File: src/hw/rtl/lfsq_pkg.sv
// ---------------------------------------------------------------------------
// lfsq_pkg
// Shared widths, constants, types and helpers of the largest free square
// finder.
// ---------------------------------------------------------------------------
package lfsq_pkg;

    // fixed field widths
    localparam int SIDE_W = 11;
    localparam int POS_W  = 10;

    // grid side after reset
    localparam logic [SIDE_W-1:0] GRID_RESET = 11'd1024;

    // position flags of one cell, from the scan counters to the compute stage
    typedef struct packed {
        logic row_first;
        logic col_first;
        logic last;
    } lfsq_flags_t;

    // minimum of three square sides
    function automatic logic [SIDE_W-1:0] min3(
        input logic [SIDE_W-1:0] a,
        input logic [SIDE_W-1:0] b,
        input logic [SIDE_W-1:0] c
    );
        logic [SIDE_W-1:0] m;
        m = a;
        if (b < m)
        begin
            m = b;
        end
        if (c < m)
        begin
            m = c;
        end
        return m;
    endfunction

endpackage

File: src/hw/rtl/lfsq_scan.sv
// ---------------------------------------------------------------------------
// lfsq_scan
// Grid side register and raster row/column counters; flags each accepted
// cell as first row, first column or last cell of the grid.
// ---------------------------------------------------------------------------
module lfsq_scan #(
    parameter int MAX_SIDE = 1024
) (
    input  logic                        clk,
    input  logic                        rst_n,
    input  logic                        cfg_we,
    input  logic [lfsq_pkg::SIDE_W-1:0] cfg_data,
    input  logic                        accept,
    output logic [$clog2(MAX_SIDE)-1:0] col,
    output logic [$clog2(MAX_SIDE)-1:0] row,
    output lfsq_pkg::lfsq_flags_t       flags
);
    import lfsq_pkg::*;

    localparam int COL_W = $clog2(MAX_SIDE);
    localparam int CW    = ((COL_W > SIDE_W) ? COL_W : SIDE_W) + 1;

    logic [SIDE_W-1:0] grid_reg, grid_next;
    logic [COL_W-1:0]  col_reg, col_next;
    logic [COL_W-1:0]  row_reg, row_next;
    logic [CW-1:0]     grid_ext;
    logic [CW-1:0]     eff_n;
    logic              col_last;
    logic              row_last;

    // effective side: zero counts as one, clamp to the line store depth
    always_comb
    begin
        grid_ext = CW'(grid_reg);
        if (grid_reg == '0)
        begin
            eff_n = CW'(1);
        end
        else if (grid_ext > CW'(MAX_SIDE))
        begin
            eff_n = CW'(MAX_SIDE);
        end
        else
        begin
            eff_n = grid_ext;
        end
    end

    // end of row and end of grid
    assign col_last = (CW'(col_reg) + CW'(1)) >= eff_n;
    assign row_last = (CW'(row_reg) + CW'(1)) >= eff_n;

    assign flags.row_first = (row_reg == '0);
    assign flags.col_first = (col_reg == '0);
    assign flags.last      = col_last && row_last;
    assign col             = col_reg;
    assign row             = row_reg;

    // counter and register update
    always_comb
    begin
        grid_next = grid_reg;
        col_next  = col_reg;
        row_next  = row_reg;
        if (cfg_we)
        begin
            grid_next = cfg_data;
            col_next  = '0;
            row_next  = '0;
        end
        else if (accept)
        begin
            if (col_last)
            begin
                col_next = '0;
                row_next = row_last ? '0 : row_reg + COL_W'(1);
            end
            else
            begin
                col_next = col_reg + COL_W'(1);
            end
        end
    end

    always_ff @(posedge clk or negedge rst_n)
    begin
        if (!rst_n)
        begin
            grid_reg <= GRID_RESET;
            col_reg  <= '0;
            row_reg  <= '0;
        end
        else
        begin
            grid_reg <= grid_next;
            col_reg  <= col_next;
            row_reg  <= row_next;
        end
    end
endmodule

File: config.mk
export PLATFORM = sky130hd
export DESIGN_NAME = lfsq_scan
export DESIGN_NICKNAME = d
export VERILOG_FILES = /design/src/hw/rtl/lfsq_pkg.sv /design/src/hw/rtl/lfsq_scan.sv
export SDC_FILE = /design/constraint.sdc
export NUM_CORES = 1
export LEC_CHECK = 0
export BUFFER_PORTS_ARGS = -buffer_cell sky130_fd_sc_hd__buf_2
export CAP_MARGIN = 15
export CORE_MARGIN = 5
export CORE_UTILIZATION = 29
export DETAILED_ROUTE_END_ITERATION = 12
export PLACE_DENSITY_LB_ADDON = 0.15
export SLEW_MARGIN = 20
export SYNTH_ARGS = -nofsm -noshare
export SYNTH_HDL_FRONTEND = slang
export SYNTH_SLANG_ARGS = --single-unit
File: constraint.sdc
create_clock -name clk -period 2.8 [get_ports clk]
set_input_delay 0.28 -clock clk [delete_from_list [all_inputs] [get_ports clk]]
set_output_delay 0.28 -clock clk [all_outputs]
set_load 0.01 [all_outputs]
; ---- After elaboration in Yosys (flattened, before gate mapping)
; Cells that the tools add are included.
[word_totals]
ff_bits = 31
input_bits = 15
output_inout_bits = 23
wordCells = 26
[classes]
add_sub_neg = 4
order_cmp = 3
muxes = 9
n_reduce_logical = 7
[ops]
columns = operator, n
row1 = two-way mux 10 bit, 7
row2 = greater-or-equal comparator 11 x 12 -> 1 bit, 2
row3 = "adder 10 x 1 -> 11 bit, second input constant", 2
row4 = "adder 10 x 1 -> 10 bit, second input constant", 2
row5 = logical NOT 10 bit, 2
row6 = two-way mux 12 bit, 1
row7 = "greater-than comparator 11 bit, second input constant", 1
row8 = logical NOT 11 bit, 1
row9 = two-way mux 11 bit, 1
row10 = nonzero test 2 bit, 2
row11 = AND reduction 2 bit, 1
row12 = logical AND 1 bit, 1

; ---- Depth between registers and ports, before layout
[logic_depth]
word_depth = 8
mapped_depth = 12
mapped_depth_nobuf = 11

; ---- Worst setup path before layout
; Ideal clock, no wire load.
[synth_timing]
path_type = flip-flop to flip-flop
startpoint = register row_reg[2] (netlist: row[2])
endpoint = register row_reg[2] (netlist: row[2])
arrival_ns = 2.839
required_ns = 2.699
setup_slack_ns = -0.140
path_stages_with_launch = 13
path_cell_list = dfrtp_1 clkbuf_1 and3_1 and3_1 nand3_1 nor2_1 xnor2_1 inv_1 ha_1 and4_1 a221oi_4 o2111ai_4 o311ai_2
[synth_via]
elab_chain_cells = 6
elab_cells_between_ends = 7
[synth_rtl]
columns = element, line_no
row1 = from (decl), lfsq_scan.sv:25  ; logic [COL_W-1:0] row_reg, row_next;
row2 = from (signal assigned), lfsq_scan.sv:97  ; row_reg <= row_next;
row3 = adder 10 x 1 -> 11 bit, lfsq_scan.sv:51  ; assign row_last = (CW'(row_reg) + CW'(1)) >= eff_n;
row4 = greater-or-equal comparator 11 x 12 -> 1 bit, lfsq_scan.sv:51
row5 = two-way mux 10 bit *, lfsq_scan.sv:76  ; row_next = row_last ? '0 : row_reg + COL_W'(1);
row6 = two-way mux 10 bit *, lfsq_scan.sv:73  ; if (col_last)
row7 = two-way mux 10 bit *, lfsq_scan.sv:71  ; else if (accept)
row8 = two-way mux 10 bit *, lfsq_scan.sv:65  ; if (cfg_we)
; Mark *: on every way between the ends. The rest lies on a longest branch, timed or not. The select of a mux whose other input is x is not followed.
; A chain may end at the register's enable or synchronous reset.

==> summary.txt <==
clock-pin slew on the worst setup and hold paths = 70 ps
cell row count = 33
gpl congestion = 0.772
TritonCTS Buffers = 5
nets = 373
Netlist cell types = 54
first-pass GRT wire length = 12,000 um
Max Freq = 352 MHz
Mapped Avg Cell Area = 9.42 um^2
switching pwr = 0.336 mW
CP Launch Type = register
failing checks = negative setup slack
Hold Slack = 51.7 ps
CP Class = register to output port
Die Wd = 101 um
ANT cells = 0
Synth Flop Type = dfrtp_1
max reg flops = 11
Total GRT Usage = 0.149
most common cell after layout, fill and taps aside = buf_4
final setup violation count = 1
Clock Sinks = 31
final design utilization = 0.422
EDFF count, synth = 0
most used cell, CP = a21o_1
DRC errors left = 0
layout cells sized above 1 = 0.472
Synth Instances = 255
worst-path cell with the longest stage delay = dfrtp_1
clock network power share = 0.348
YS warnings = 0
DP HPWL = 5090 um
root buf cell = clkbuf_8
CP endpoint kind = output port
Port Buffer Count = 37
drt first-iter violations = 128
Routed Antenna Nets = 0
vias in the first global route = 2,394
RSZ-0062 raised after global routing = true
switching share of power = 0.291
P per Cell Area = 337 nW/um^2
Max-Cap Viols = 0
Placeable Area = 8130 um^2
io pins = 38
final hold vios = 0
vias = 2,286
WL/cell = 16.5 um
pin count of the biggest net entering global routing = 44
outcome = complete, but fails checks
Die ar. = 10,200 um^2
VDD IR max = 0.252 mV
most frequent cells in the layout = buf_4, buf_2, dfrtp_1
final slew viol count = 0
Vias/cell = 5.20
post-route setup slack = -40.9 ps
initial antenna violation count = 0
die height = 101 um
Worst EP required = 2520 ps
CP Max Fanout = 4
Max clock buf depth = 2
worst clock skew = 8.56 ps
Reg power frac = 0.417
number of synthesized register bits = 31
share of synthesized registers carrying an async set or reset = 1.00
Synthesized Nets = 294
Comb power frac = 0.235
drt pass-1 iters = 6
GRT overflow = 0
CTS tree = built
H-Tree Depth = 2
post-synthesis sequential area ratio = 0.323
Slew HR = 0.424
Routed WL = 7260 um
area delta synth->final = 42.9%
HP Class = input pin to asynchronous set/reset pin
Synth Cell Area = 2400 um^2
Worst-Margin Slew = 865 ps
Static Leak = 1.58 nW
Largest stage delay, worst path = 420 ps
Tcrit/Tclk final = 1.01
Int Pwr = 0.820 mW
clk_lat worst skew = 290 ps
Initial Util = 0.295
crit-path cells = ha_4 -> buf_4 -> and3_4 -> xor2_1 -> ha_1 -> a21o_1 -> a21o_1 -> a221oi_4 -> a22oi_2 -> buf_2
Worst EP arrival = 2560 ps
crit path time final = 2840 ps
[final timing paths]
kind	start	slack [ps]	depth (start not counted)	endpoint
min reg2reg	grid_reg[4]	560	1	grid_reg[4]
max reg2reg	row[1]	90	11	row[2]
min in group clk	cfg_data[4]	220	2	grid_reg[4]
min	rst_n	50	1	col[4]
max in group asynchronous	rst_n	2270	1	row[1]
max	row[1]	-40	10	flags[0]
[critical path: cells and delay by family (launching register included)]
kind	cells	cell delay (ps)
AO/OA/AOI/OAI	4	750
adder cells (fa/ha/maj)	2	500
flip-flops	1	420
buffers and inverters	2	290
AND/OR/NAND/NOR	1	180
XOR/XNOR	1	140
[cell families (layout without fill, tap and decap cells)]
| group | after synthesis | in the layout | synth area share |
|---|---|---|---|
| flip-flops | 31 | 31 | 0.323 |
| XOR/XNOR | 15 | 15 | 0.0547 |
| adder cells (fa/ha/maj) | 24 | 24 | 0.125 |
| AND/OR/NAND/NOR | 98 | 98 | 0.218 |
| multiplexers | 14 | 14 | 0.0651 |
| buffers and inverters | 26 | 105 | 0.0437 |
| AO/OA/AOI/OAI | 47 | 48 | 0.170 |
[synthesized netlist by cell type (all sizes together) (2+ instances only)]
master | n | area, um^2
o311ai | 2 | 25.0
nor2b | 2 | 12.5
xnor2 | 9 | 78.8
o221ai | 2 | 17.5
and4 | 2 | 17.5
nand2b | 9 | 56.3
o32ai | 6 | 60.1
or3 | 3 | 23.8
nor4 | 5 | 31.3
ha | 24 | 300
nand4b | 2 | 17.5
nand3 | 13 | 70.1
nor3 | 2 | 10.0
xor2 | 6 | 52.6
dfrtp | 30 | 751
buf | 3 | 17.5
nand4 | 7 | 43.8
nor2 | 16 | 60.1
o21ai | 4 | 23.8
o31ai | 2 | 15.0
a31oi | 3 | 18.8
and3 | 5 | 31.3
a21oi | 8 | 43.8
a21o | 7 | 52.6
mux2 | 13 | 146
a32oi | 5 | 43.8
clkbuf | 11 | 42.5
nand2 | 26 | 97.6
inv | 11 | 41.3
[layout make-up]
type	instances	area, um^2
inverter	12	45.0
timing repair buffer	85	553
multi-input combinational	199	1830
fill	802	4700
sequential	31	777
tap	105	131
clock buffer	8	100
[metrics by stage]
stage	cells	TNS [ps]	power [mW]	instance area (um^2)	worst slack, ps
final	440	-40.9	1.16	3430	-40.9
after global placement	421	-472	0.704	2960	-56.8
after global routing	440	-583	1.22	3430	-189
after CTS	438	-66.8	1.15	3300	-66.8
after detailed placement	421	-930	0.706	2960	-147
after floorplan	255	0	0.610	2430	11.6
[power groups by stage]
| stage | registers [mW] | clock network [mW] | logic (mW) |
|---|---|---|---|
| finish | 0.482 | 0.402 | 0.272 |
| global route | 0.484 | 0.429 | 0.302 |
| CTS | 0.481 | 0.414 | 0.256 |
| detailed placement | 0.488 | 0 | 0.218 |
| global placement | 0.487 | 0 | 0.217 |
| floorplan | 0.490 | 0 | 0.120 |
[timing repair]
item / CTS / global route
cloned: 1 / 0
hold buffers: 0 / 0
resized for setup: 29 / 23
pin swaps: 20 / 14
endpoints found under the setup margin: 11 / 21
setup buffers: 8 / 4
[per-layer routing]
metal | vias to the layer above | GRT usage | wire [um]
li1 | 1111 | - | -
met1 | 1129 | 0.199 | 3340
met2 | 36 | 0.250 | 3630
met3 | 10 | 0.0208 | 197
met4 | 0 | 0.0440 | 91
met5 | - | 0 | 0
Note: power is estimated with default switching activity, not from simulation.
