<file path="config.mk">
export PLATFORM = sky130hd
export DESIGN_NAME = lfsq_core
export DESIGN_NICKNAME = d
export VERILOG_FILES = /design/src/hw/rtl/lfsq_pkg.sv /design/src/hw/rtl/lfsq_core.sv
export SDC_FILE = /design/constraint.sdc
export NUM_CORES = 1
export LEC_CHECK = 0
export BUFFER_PORTS_ARGS = -buffer_cell sky130_fd_sc_hd__buf_2
export CORE_AREA = 2 2 109 111
export DETAILED_ROUTE_END_ITERATION = 8
export DIE_AREA = 0 0 111 113
export PLACE_DENSITY = 0.75
export SYNTH_ARGS = -nofsm -noshare
export SYNTH_HDL_FRONTEND = slang
export SYNTH_SLANG_ARGS = --single-unit
</file>
<file path="constraint.sdc">
create_clock -name clk -period 7.2 [get_ports clk]
set_clock_uncertainty 0.15 [all_clocks]
set_input_delay 0.72 -clock clk [delete_from_list [all_inputs] [get_ports clk]]
set_output_delay 0.72 -clock clk [all_outputs]
set_load 0.02 [all_outputs]
</file>
<file path="src/hw/rtl/lfsq_pkg.sv">
// ---------------------------------------------------------------------------
// lfsq_pkg
// Shared widths, constants, types and helpers of the largest free square
// finder.
// ---------------------------------------------------------------------------
package lfsq_pkg;

    // fixed field widths
    localparam int SIDE_W = 11;
    localparam int POS_W  = 10;

    // grid side after reset
    localparam logic [SIDE_W-1:0] GRID_RESET = 11'd1024;

    // position flags of one cell, from the scan counters to the compute stage
    typedef struct packed {
        logic row_first;
        logic col_first;
        logic last;
    } lfsq_flags_t;

    // minimum of three square sides
    function automatic logic [SIDE_W-1:0] min3(
        input logic [SIDE_W-1:0] a,
        input logic [SIDE_W-1:0] b,
        input logic [SIDE_W-1:0] c
    );
        logic [SIDE_W-1:0] m;
        m = a;
        if (b < m)
        begin
            m = b;
        end
        if (c < m)
        begin
            m = c;
        end
        return m;
    endfunction

endpackage

</file>
<file path="src/hw/rtl/lfsq_core.sv">
// ---------------------------------------------------------------------------
// lfsq_core
// Compute stage: takes the up side from the line store read, forms the
// cell's square side, writes it back, tracks the best square and holds the
// result word until it is taken.
// ---------------------------------------------------------------------------
module lfsq_core #(
    parameter int MAX_SIDE = 1024
) (
    input  logic                        clk,
    input  logic                        rst_n,
    input  logic                        cfg_we,
    input  logic                        accept,
    input  logic                        cell_free,
    input  logic [$clog2(MAX_SIDE)-1:0] col,
    input  logic [$clog2(MAX_SIDE)-1:0] row,
    input  lfsq_pkg::lfsq_flags_t       flags,
    output logic                        ready,
    input  logic [lfsq_pkg::SIDE_W-1:0] up_side,
    output logic                        wr_en,
    output logic [$clog2(MAX_SIDE)-1:0] wr_addr,
    output logic [lfsq_pkg::SIDE_W-1:0] wr_side,
    output logic                        res_valid,
    input  logic                        res_ready,
    output logic [lfsq_pkg::SIDE_W-1:0] res_side,
    output logic [lfsq_pkg::POS_W-1:0]  res_row,
    output logic [lfsq_pkg::POS_W-1:0]  res_col
);
    import lfsq_pkg::*;

    localparam int COL_W = $clog2(MAX_SIDE);

    // stage registers
    logic              s1_valid_reg, s1_valid_next;
    logic              s1_free_reg;
    logic [COL_W-1:0]  s1_col_reg;
    logic [COL_W-1:0]  s1_row_reg;
    lfsq_flags_t       s1_flags_reg;

    // running state
    logic [SIDE_W-1:0] left_reg, left_next;
    logic [SIDE_W-1:0] diag_reg, diag_next;
    logic [SIDE_W-1:0] best_side_reg, best_side_next;
    logic [COL_W-1:0]  best_row_reg, best_row_next;
    logic [COL_W-1:0]  best_col_reg, best_col_next;

    // result word
    logic              out_valid_reg, out_valid_next;
    logic [SIDE_W-1:0] out_side_reg;
    logic [POS_W-1:0]  out_row_reg;
    logic [POS_W-1:0]  out_col_reg;

    logic              s1_go;
    logic [SIDE_W-1:0] side;
    logic              better;
    logic [SIDE_W-1:0] cand_side;
    logic [COL_W-1:0]  cand_row;
    logic [COL_W-1:0]  cand_col;

    // stage advances unless the last cell meets a full, stalled result word
    assign s1_go = s1_valid_reg && !(s1_flags_reg.last && out_valid_reg && !res_ready);
    assign ready = !s1_valid_reg || s1_go;

    // square side of the current cell
    always_comb
    begin
        if (!s1_free_reg)
        begin
            side = '0;
        end
        else if (s1_flags_reg.row_first || s1_flags_reg.col_first)
        begin
            side = SIDE_W'(1);
        end
        else
        begin
            side = min3(up_side, left_reg, diag_reg) + SIDE_W'(1);
        end
    end

    // best record including the current cell, first occurrence wins
    assign better    = side > best_side_reg;
    assign cand_side = better ? side : best_side_reg;
    assign cand_row  = better ? s1_row_reg : best_row_reg;
    assign cand_col  = better ? s1_col_reg : best_col_reg;

    // line store write-back
    assign wr_en   = s1_go;
    assign wr_addr = s1_col_reg;
    assign wr_side = side;

    // stage occupancy
    always_comb
    begin
        s1_valid_next = s1_valid_reg;
        if (accept)
        begin
            s1_valid_next = 1'b1;
        end
        else if (s1_go)
        begin
            s1_valid_next = 1'b0;
        end
    end

    // running state update
    always_comb
    begin
        left_next      = left_reg;
        diag_next      = diag_reg;
        best_side_next = best_side_reg;
        best_row_next  = best_row_reg;
        best_col_next  = best_col_reg;
        if (cfg_we)
        begin
            left_next      = '0;
            diag_next      = '0;
            best_side_next = '0;
            best_row_next  = '0;
            best_col_next  = '0;
        end
        else if (s1_go)
        begin
            if (s1_flags_reg.last)
            begin
                left_next      = '0;
                diag_next      = '0;
                best_side_next = '0;
                best_row_next  = '0;
                best_col_next  = '0;
            end
            else
            begin
                left_next      = side;
                diag_next      = up_side;
                best_side_next = cand_side;
                best_row_next  = cand_row;
                best_col_next  = cand_col;
            end
        end
    end

    // result word valid
    always_comb
    begin
        out_valid_next = out_valid_reg;
        if (s1_go && s1_flags_reg.last)
        begin
            out_valid_next = 1'b1;
        end
        else if (res_ready)
        begin
            out_valid_next = 1'b0;
        end
    end

    // control registers
    always_ff @(posedge clk or negedge rst_n)
    begin
        if (!rst_n)
        begin
            s1_valid_reg  <= 1'b0;
            out_valid_reg <= 1'b0;
            left_reg      <= '0;
            diag_reg      <= '0;
            best_side_reg <= '0;
            best_row_reg  <= '0;
            best_col_reg  <= '0;
        end
        else
        begin
            s1_valid_reg  <= s1_valid_next;
            out_valid_reg <= out_valid_next;
            left_reg      <= left_next;
            diag_reg      <= diag_next;
            best_side_reg <= best_side_next;
            best_row_reg  <= best_row_next;
            best_col_reg  <= best_col_next;
        end
    end

    // stage payload
    always_ff @(posedge clk)
    begin
        if (accept)
        begin
            s1_free_reg  <= cell_free;
            s1_col_reg   <= col;
            s1_row_reg   <= row;
            s1_flags_reg <= flags;
        end
    end

    // result payload
    always_ff @(posedge clk)
    begin
        if (s1_go && s1_flags_reg.last)
        begin
            out_side_reg <= cand_side;
            out_row_reg  <= POS_W'(cand_row);
            out_col_reg  <= POS_W'(cand_col);
        end
    end

    assign res_valid = out_valid_reg;
    assign res_side  = out_side_reg;
    assign res_row   = out_row_reg;
    assign res_col   = out_col_reg;
endmodule

</file>
# Word-level counts from Yosys, hierarchy flattened
# Cells that the tools add are included.
[op_classes]
div_mod_pow = 0
n_lt_le_gt_ge = 3
addsub = 1
n_shift = 0
n_reduce_logical = 12
n_mux = 30
bitwise_logic = 0
eq_ne = 0
n_mul = 0
[ops]
columns = ["op", "count"]
rows = [
  ["$mux W11", 18],
  ["$mux W10", 8],
  ["$lt A11 B11 Y1", 2],
  ["$add A11 B1 Y11 const B", 1],
  ["$gt A11 B11 Y1", 1],
  ["$reduce_bool A2 Y1", 3],
  ["$logic_and A1 B1 Y1", 4],
  ["$mux W1", 4],
  ["$logic_not A1 Y1", 3],
  ["$logic_or A1 B1 Y1", 2],
]
[totals]
wordCells = 62
n_memories = 0
ram_bits = 0
register_bits = 110
mem_bits_ro = 0
latchBits = 0
out_inout_bits = 55
inputBits = 40

# Logic depth before layout (Yosys ltp)
[logic_depth]
depth_word = 16
ltp_mapped = 36
ltp_nobuf = 32

# Worst setup path after synthesis
# No wires, ideal clock.
[synth_timing]
path_kind = "input-to-reg"
from = "input port up_side[9] (netlist bit)"
to = "register out_side_reg[0] (netlist: res_side[0]), data pin"
path_buffers = 4
setup_ps = 260
required_time_ps = 6790
t_arrival_ps = 7386
stages = 31
path_slack_ps = -596
path_cell_list = "inv_1 ha_1 a21oi_1 a21boi_1 or3_1 buf_6 a21oi_1 buf_2 buf_1 a21oi_1 ha_1 nand4_1 or4_1 a211oi_2 a211o_4 nor2_1 a21oi_1 ha_1 inv_1 or3_1 xor2_1 a21oi_1 nor2_1 a211oi_1 ha_1 a31oi_1 o221ai_2 a21oi_4 a21oi_2 buf_2 mux2_2"
[synth_via]
elab_chain_len = 13
[synth_lines]
columns = ["item", "line", "text"]
rows = [
  ["from (decl)", "lfsq_core.sv:19", "input logic [lfsq_pkg::SIDE_W-1:0] up_side,"],
  ["$lt A11 B11 Y1", "lfsq_pkg.sv:30", "if (b < m)"],
  ["$mux W11 *", "lfsq_pkg.sv:30", ""],
  ["$mux W11 *", "lfsq_core.sv:71", "else if (s1_flags_reg.row_first || s1_flags_reg.col_first)"],
  ["$mux W11 *", "lfsq_core.sv:67", "if (!s1_free_reg)"],
  ["$lt A11 B11 Y1", "lfsq_pkg.sv:34", "if (c < m)"],
  ["$mux W11 *", "lfsq_pkg.sv:34", ""],
  ["$mux W11 *", "lfsq_core.sv:71", ""],
  ["$mux W11 *", "lfsq_core.sv:67", ""],
  ["$add A11 B1 Y11 *", "lfsq_core.sv:77", "side = min3(up_side, left_reg, diag_reg) + SIDE_W'(1);"],
  ["$mux W11 *", "lfsq_core.sv:71", ""],
  ["$mux W11 *", "lfsq_core.sv:67", ""],
  ["net wr_side (one bit)", "lfsq_core.sv:22", "output logic [lfsq_pkg::SIDE_W-1:0] wr_side,"],
  ["$gt A11 B11 Y1 *", "lfsq_core.sv:82", "assign better = side > best_side_reg;"],
  ["$mux W11 *", "lfsq_core.sv:83", "assign cand_side = better ? side : best_side_reg;"],
  ["net cand_side[0]", "lfsq_core.sv:56", "logic [SIDE_W-1:0] cand_side;"],
  ["to (signal assigned)", "lfsq_core.sv:199", "out_side_reg <= cand_side;"],
  ["to (decl)", "lfsq_core.sv:49", "logic [SIDE_W-1:0] out_side_reg;"],
]
# Mark *: on every way through the listed nets, which the timed path passes. The rest lies on a longest branch. The select of a mux whose other input is x is not followed.
# A chain may end at the register's enable or synchronous reset.

# Worst setup path in the final report
[layout_timing]
from = "input port up_side[9] (netlist bit)"
to = "register best_row_reg[3]"
[layout_via]
elab_chain_len = 16
[layout_lines]
columns = ["item", "line", "text"]
rows = [
  ["$lt A11 B11 Y1", "lfsq_pkg.sv:30", ""],
  ["$mux W11 *", "lfsq_pkg.sv:30", ""],
  ["$mux W11 *", "lfsq_core.sv:71", ""],
  ["$mux W11 *", "lfsq_core.sv:67", ""],
  ["$lt A11 B11 Y1", "lfsq_pkg.sv:34", ""],
  ["$mux W11 *", "lfsq_pkg.sv:34", ""],
  ["$mux W11 *", "lfsq_core.sv:71", ""],
  ["$mux W11 *", "lfsq_core.sv:67", ""],
  ["$add A11 B1 Y11 *", "lfsq_core.sv:77", ""],
  ["$mux W11 *", "lfsq_core.sv:71", ""],
  ["$mux W11 *", "lfsq_core.sv:67", ""],
  ["$gt A11 B11 Y1 *", "lfsq_core.sv:82", ""],
  ["$mux W10 *", "lfsq_core.sv:84", "assign cand_row = better ? s1_row_reg : best_row_reg;"],
  ["$mux W10 *", "lfsq_core.sv:124", "if (s1_flags_reg.last)"],
  ["$mux W10 *", "lfsq_core.sv:122", "else if (s1_go)"],
  ["$mux W10 *", "lfsq_core.sv:114", "if (cfg_we)"],
  ["to (signal assigned)", "lfsq_core.sv:177", "best_row_reg <= best_row_next;"],
  ["to (decl)", "lfsq_core.sv:44", "logic [COL_W-1:0] best_row_reg, best_row_next;"],
]
# Every way passes the cells marked *; elsewhere a longest branch is shown, timed or not. The select of a mux whose other input is x is not followed.

==> metrics.md <==
| Metric | Value |
|---|---|
| Worst EP required | 7.29 ns |
| Largest net degree at the start of global routing | 56 |
| Worst Setup EP | best_row_reg[3] |
| Static leakage | 3.090 nW |
| CP Launch Type | primary input |
| Worst-case reg-to-reg path depth | 32 |
| Int Power | 1.199 mW |
| Drt wl/cell | 18.92 µm |
| Worst EP arrival | 6.96 ns |
| Register bit total from synthesis | 110 |
| WP buf/inv | 6 |
| CP startpoint | up_side[9] |
| Setup total negative slack | 0 ns |
| Combinational power share | 0.259 |
| Switching share of power | 0.2890 |
| CP endpoint kind | register |
| Post-synth top flop | edfxtp_1 |
| Placed Area | 6505 µm² |
| Drt total wl | 13,950 µm |
| Fillers | 904 |
| Initial antenna violation count | 0 |
| Post-synthesis sequential area ratio | 0.5315 |
| Slew @ Worst Pin | 0.8668 ns |
| Area leader, netlist | edfxtp_1 |
| Area contributors post-synth | edfxtp_1, dfrtp_1, ha_1, mux2_2, a32o_1 |
| Final setup viols | 0 |
| Row count | 39 |
| CTS max path bufs | 2 |
| Via density | 5.860 |
| Core Box Area | 11,270 µm² |
| Gate Count Post-Synth | 467 |
| Antenna viol nets, final | 0 |
| Final nets | 659 |
| CP Depth | 34 |
| Total GRT Usage | 0.2202 |
| Reg2reg start | left_reg[9] |
| Max Clk Rate | 145.4 MHz |
| CTS buffer count | 9 |
| Synthesized cell area | 5697 µm² |
| Initial Util | 0.5054 |
| Dpl cells | 714 |
| Die W | 111 µm |
| Flop2flop setup slack | 0.43 ns |
| Number of synthesized flops with an enable pin | 55 |
| Clock network power share | 0.300 |
| Grt total ovfl | 0 |
| Synth Area per Inst | 12.20 µm² |
| CP max FO | 19 |
| Share of layout cells above drive strength 1 | 0.3266 |
| Status | finished clean |
| Hold Crit Class | register to register |
| CTS tree | built |
| Clock Sinks | 110 |
| Top post-synthesis cells by count | dfrtp_1, edfxtp_1, mux2_2 |
| CP Class | primary input to register |
| R2R Path End | best_row_reg[3] |
| Drt drc | 0 |
| Pwr dens | 242.6 nW/µm² |
| Post-synth ARST share | 0.5000 |
| H-tree depth | 3 |
| Clk slew on worst S/H paths | 0.07 ns |
| Die area | 12,540 µm² |
| Max cap viols | 0 |
| DR vias | 4,319 |
| CP most frequent cell | ha_1 |
| # port buffers | 94 |
| Design Area, Final | 6953 µm² |
| DIE HEIGHT | 113 µm |
| Period utilization | 0.9550 |
| Vias in the first global route | 4,435 |
| IO Count | 95 |
| Synth Warn # | 0 |
| Placer congestion estimate | 0.9451 |
| Post-synthesis to final-layout area growth | 22.05% |
| Post-synth top area share | 0.2899 |
| Global-route wire length before repair | 21,990 µm |
| Slowest CP cell | or3_1 |
| Worst skew pair latency | 0.35 ns |
| Cell variety after synth | 56 |
| Rel. slew slack | 0.4168 |
| CP top delay family | compound AO/OA/AOI/OAI gates |
| TritonRoute pass-1 iters | 5 |
| Crit path time final | 6.876 ns |
| Final Hold Viols | 0 |
| Register share of total power | 0.441 |
| Detailed placement HPWL | 9370 µm |
| ANT cells | 0 |
| Slew Limit Fails | 0 |
| Post-Syn Nets | 537 |
| CTS root buf | clkbuf_16 |
| Peak per-stage delay on the critical path | 0.41 ns |
| Hold_buf cts | 0 |
| P_sw | 487.4 µW |
| 1st-iter DRT viols | 238 |
| Non-filler instance count after layout | 737 |
| Worst vdd ir | 0.2343 mV |
layout make-up:
cell class                      instances  area [µm²]  area share
Clock inverter                          4       57.56    0.008278
Clock buffer                           12       246.5     0.03545
Timing Repair Buffer                  131       824.5      0.1186
Inverter                               25       93.84     0.01350
Sequential cell                       110        3028      0.4355
Tap cell                              143       178.9     0.02573
Multi-Input combinational cell        312        2524      0.3630
layout by cell type (no fill, tap or decap), types with 11 or more instances in the layout:
master	synthesis	routed
dfrtp_1	55	55
ha_1	30	30
nand3_1	13	13
buf_2	3	94
nand2_1	29	29
nor2_1	23	23
edfxtp_1	55	55
a32o_1	29	29
a21oi_1	23	20
buf_4	3	31
mux2_2	31	31
a22o_1	21	21
inv_1	25	25
clkbuf_16	0	11
xnor2_1	11	11
repair_timing:
| item | 4_1_cts | 5_1_grt |
|---|---|---|
| buffers inserted | 0 | 5 |
| endpoints found under the hold margin | 0 | 0 |
| setup endpoints to repair | 0 | 59 |
| gates resized for setup | 0 | 11 |
power groups by stage:
stage | clock network, mW | registers, mW | logic, mW
detailed placement | 0 | 0.755 | 0.383
floorplan | 0 | 0.781 | 0.232
global placement | 0 | 0.754 | 0.371
global route | 0.541 | 0.749 | 0.470
finish | 0.507 | 0.744 | 0.436
CTS | 0.519 | 0.744 | 0.385
layer usage:
metal,vias to the layer above,GRT usage,part of all wire
met5,-,0,0
met4,0,0.06167,0.016
met3,16,0.05785,0.062
met2,161,0.3869,0.51
met1,2120,0.2705,0.41
li1,2022,-,-
kinds of logic after synthesis:
group,share of synthesized area
AOI/OAI and AO/OA,0.1718
DFF,0.5315
and+or+nand+nor,0.08983
buffers and inverters,0.03755
muxes,0.07424
adders and majority gates,0.06589
xor gates and xnor gates,0.02921
worst min path at each step:
stage	startpoint	to	slack (ns)	cells after the start
2_1_floorplan	rst_n	best_col_reg[0]	0.27	0
3_3_place_gp	best_col_reg[1]	best_col_reg[1]	0.32	1
3_5_place_dp	best_col_reg[7]	best_col_reg[7]	0.33	1
4_1_cts	best_col_reg[7]	best_col_reg[7]	0.35	1
5_1_grt	best_col_reg[7]	best_col_reg[7]	0.35	1
6_report	best_col_reg[7]	best_col_reg[7]	0.34	1
metrics by stage:
step / hold WS [ns] / utilization / total power, mW / worst slack (ns)
finish: 0.3440 / 0.6168 / 1.687 / 0.3237
global route: 0.3521 / 0.6168 / 1.759 / -0.008024
detailed placement: 0.3275 / 0.5771 / 1.138 / -0.2974
floorplan: 0.2744 / - / 1.014 / 0.1166
CTS: 0.3450 / 0.6041 / 1.648 / 0.05775
global placement: 0.3190 / 0.5771 / 1.125 / -0.1145
worst reg2reg max path, delay by kind of cell (launching register included):
kind | cells | cell delay [ns]
fa+ha+maj | 4 | 1.23
buf+inv | 4 | 0.61
simple gates | 6 | 1.00
flops | 1 | 0.41
compound gates | 18 | 3.26
Note: power is estimated with default switching activity, not from simulation.
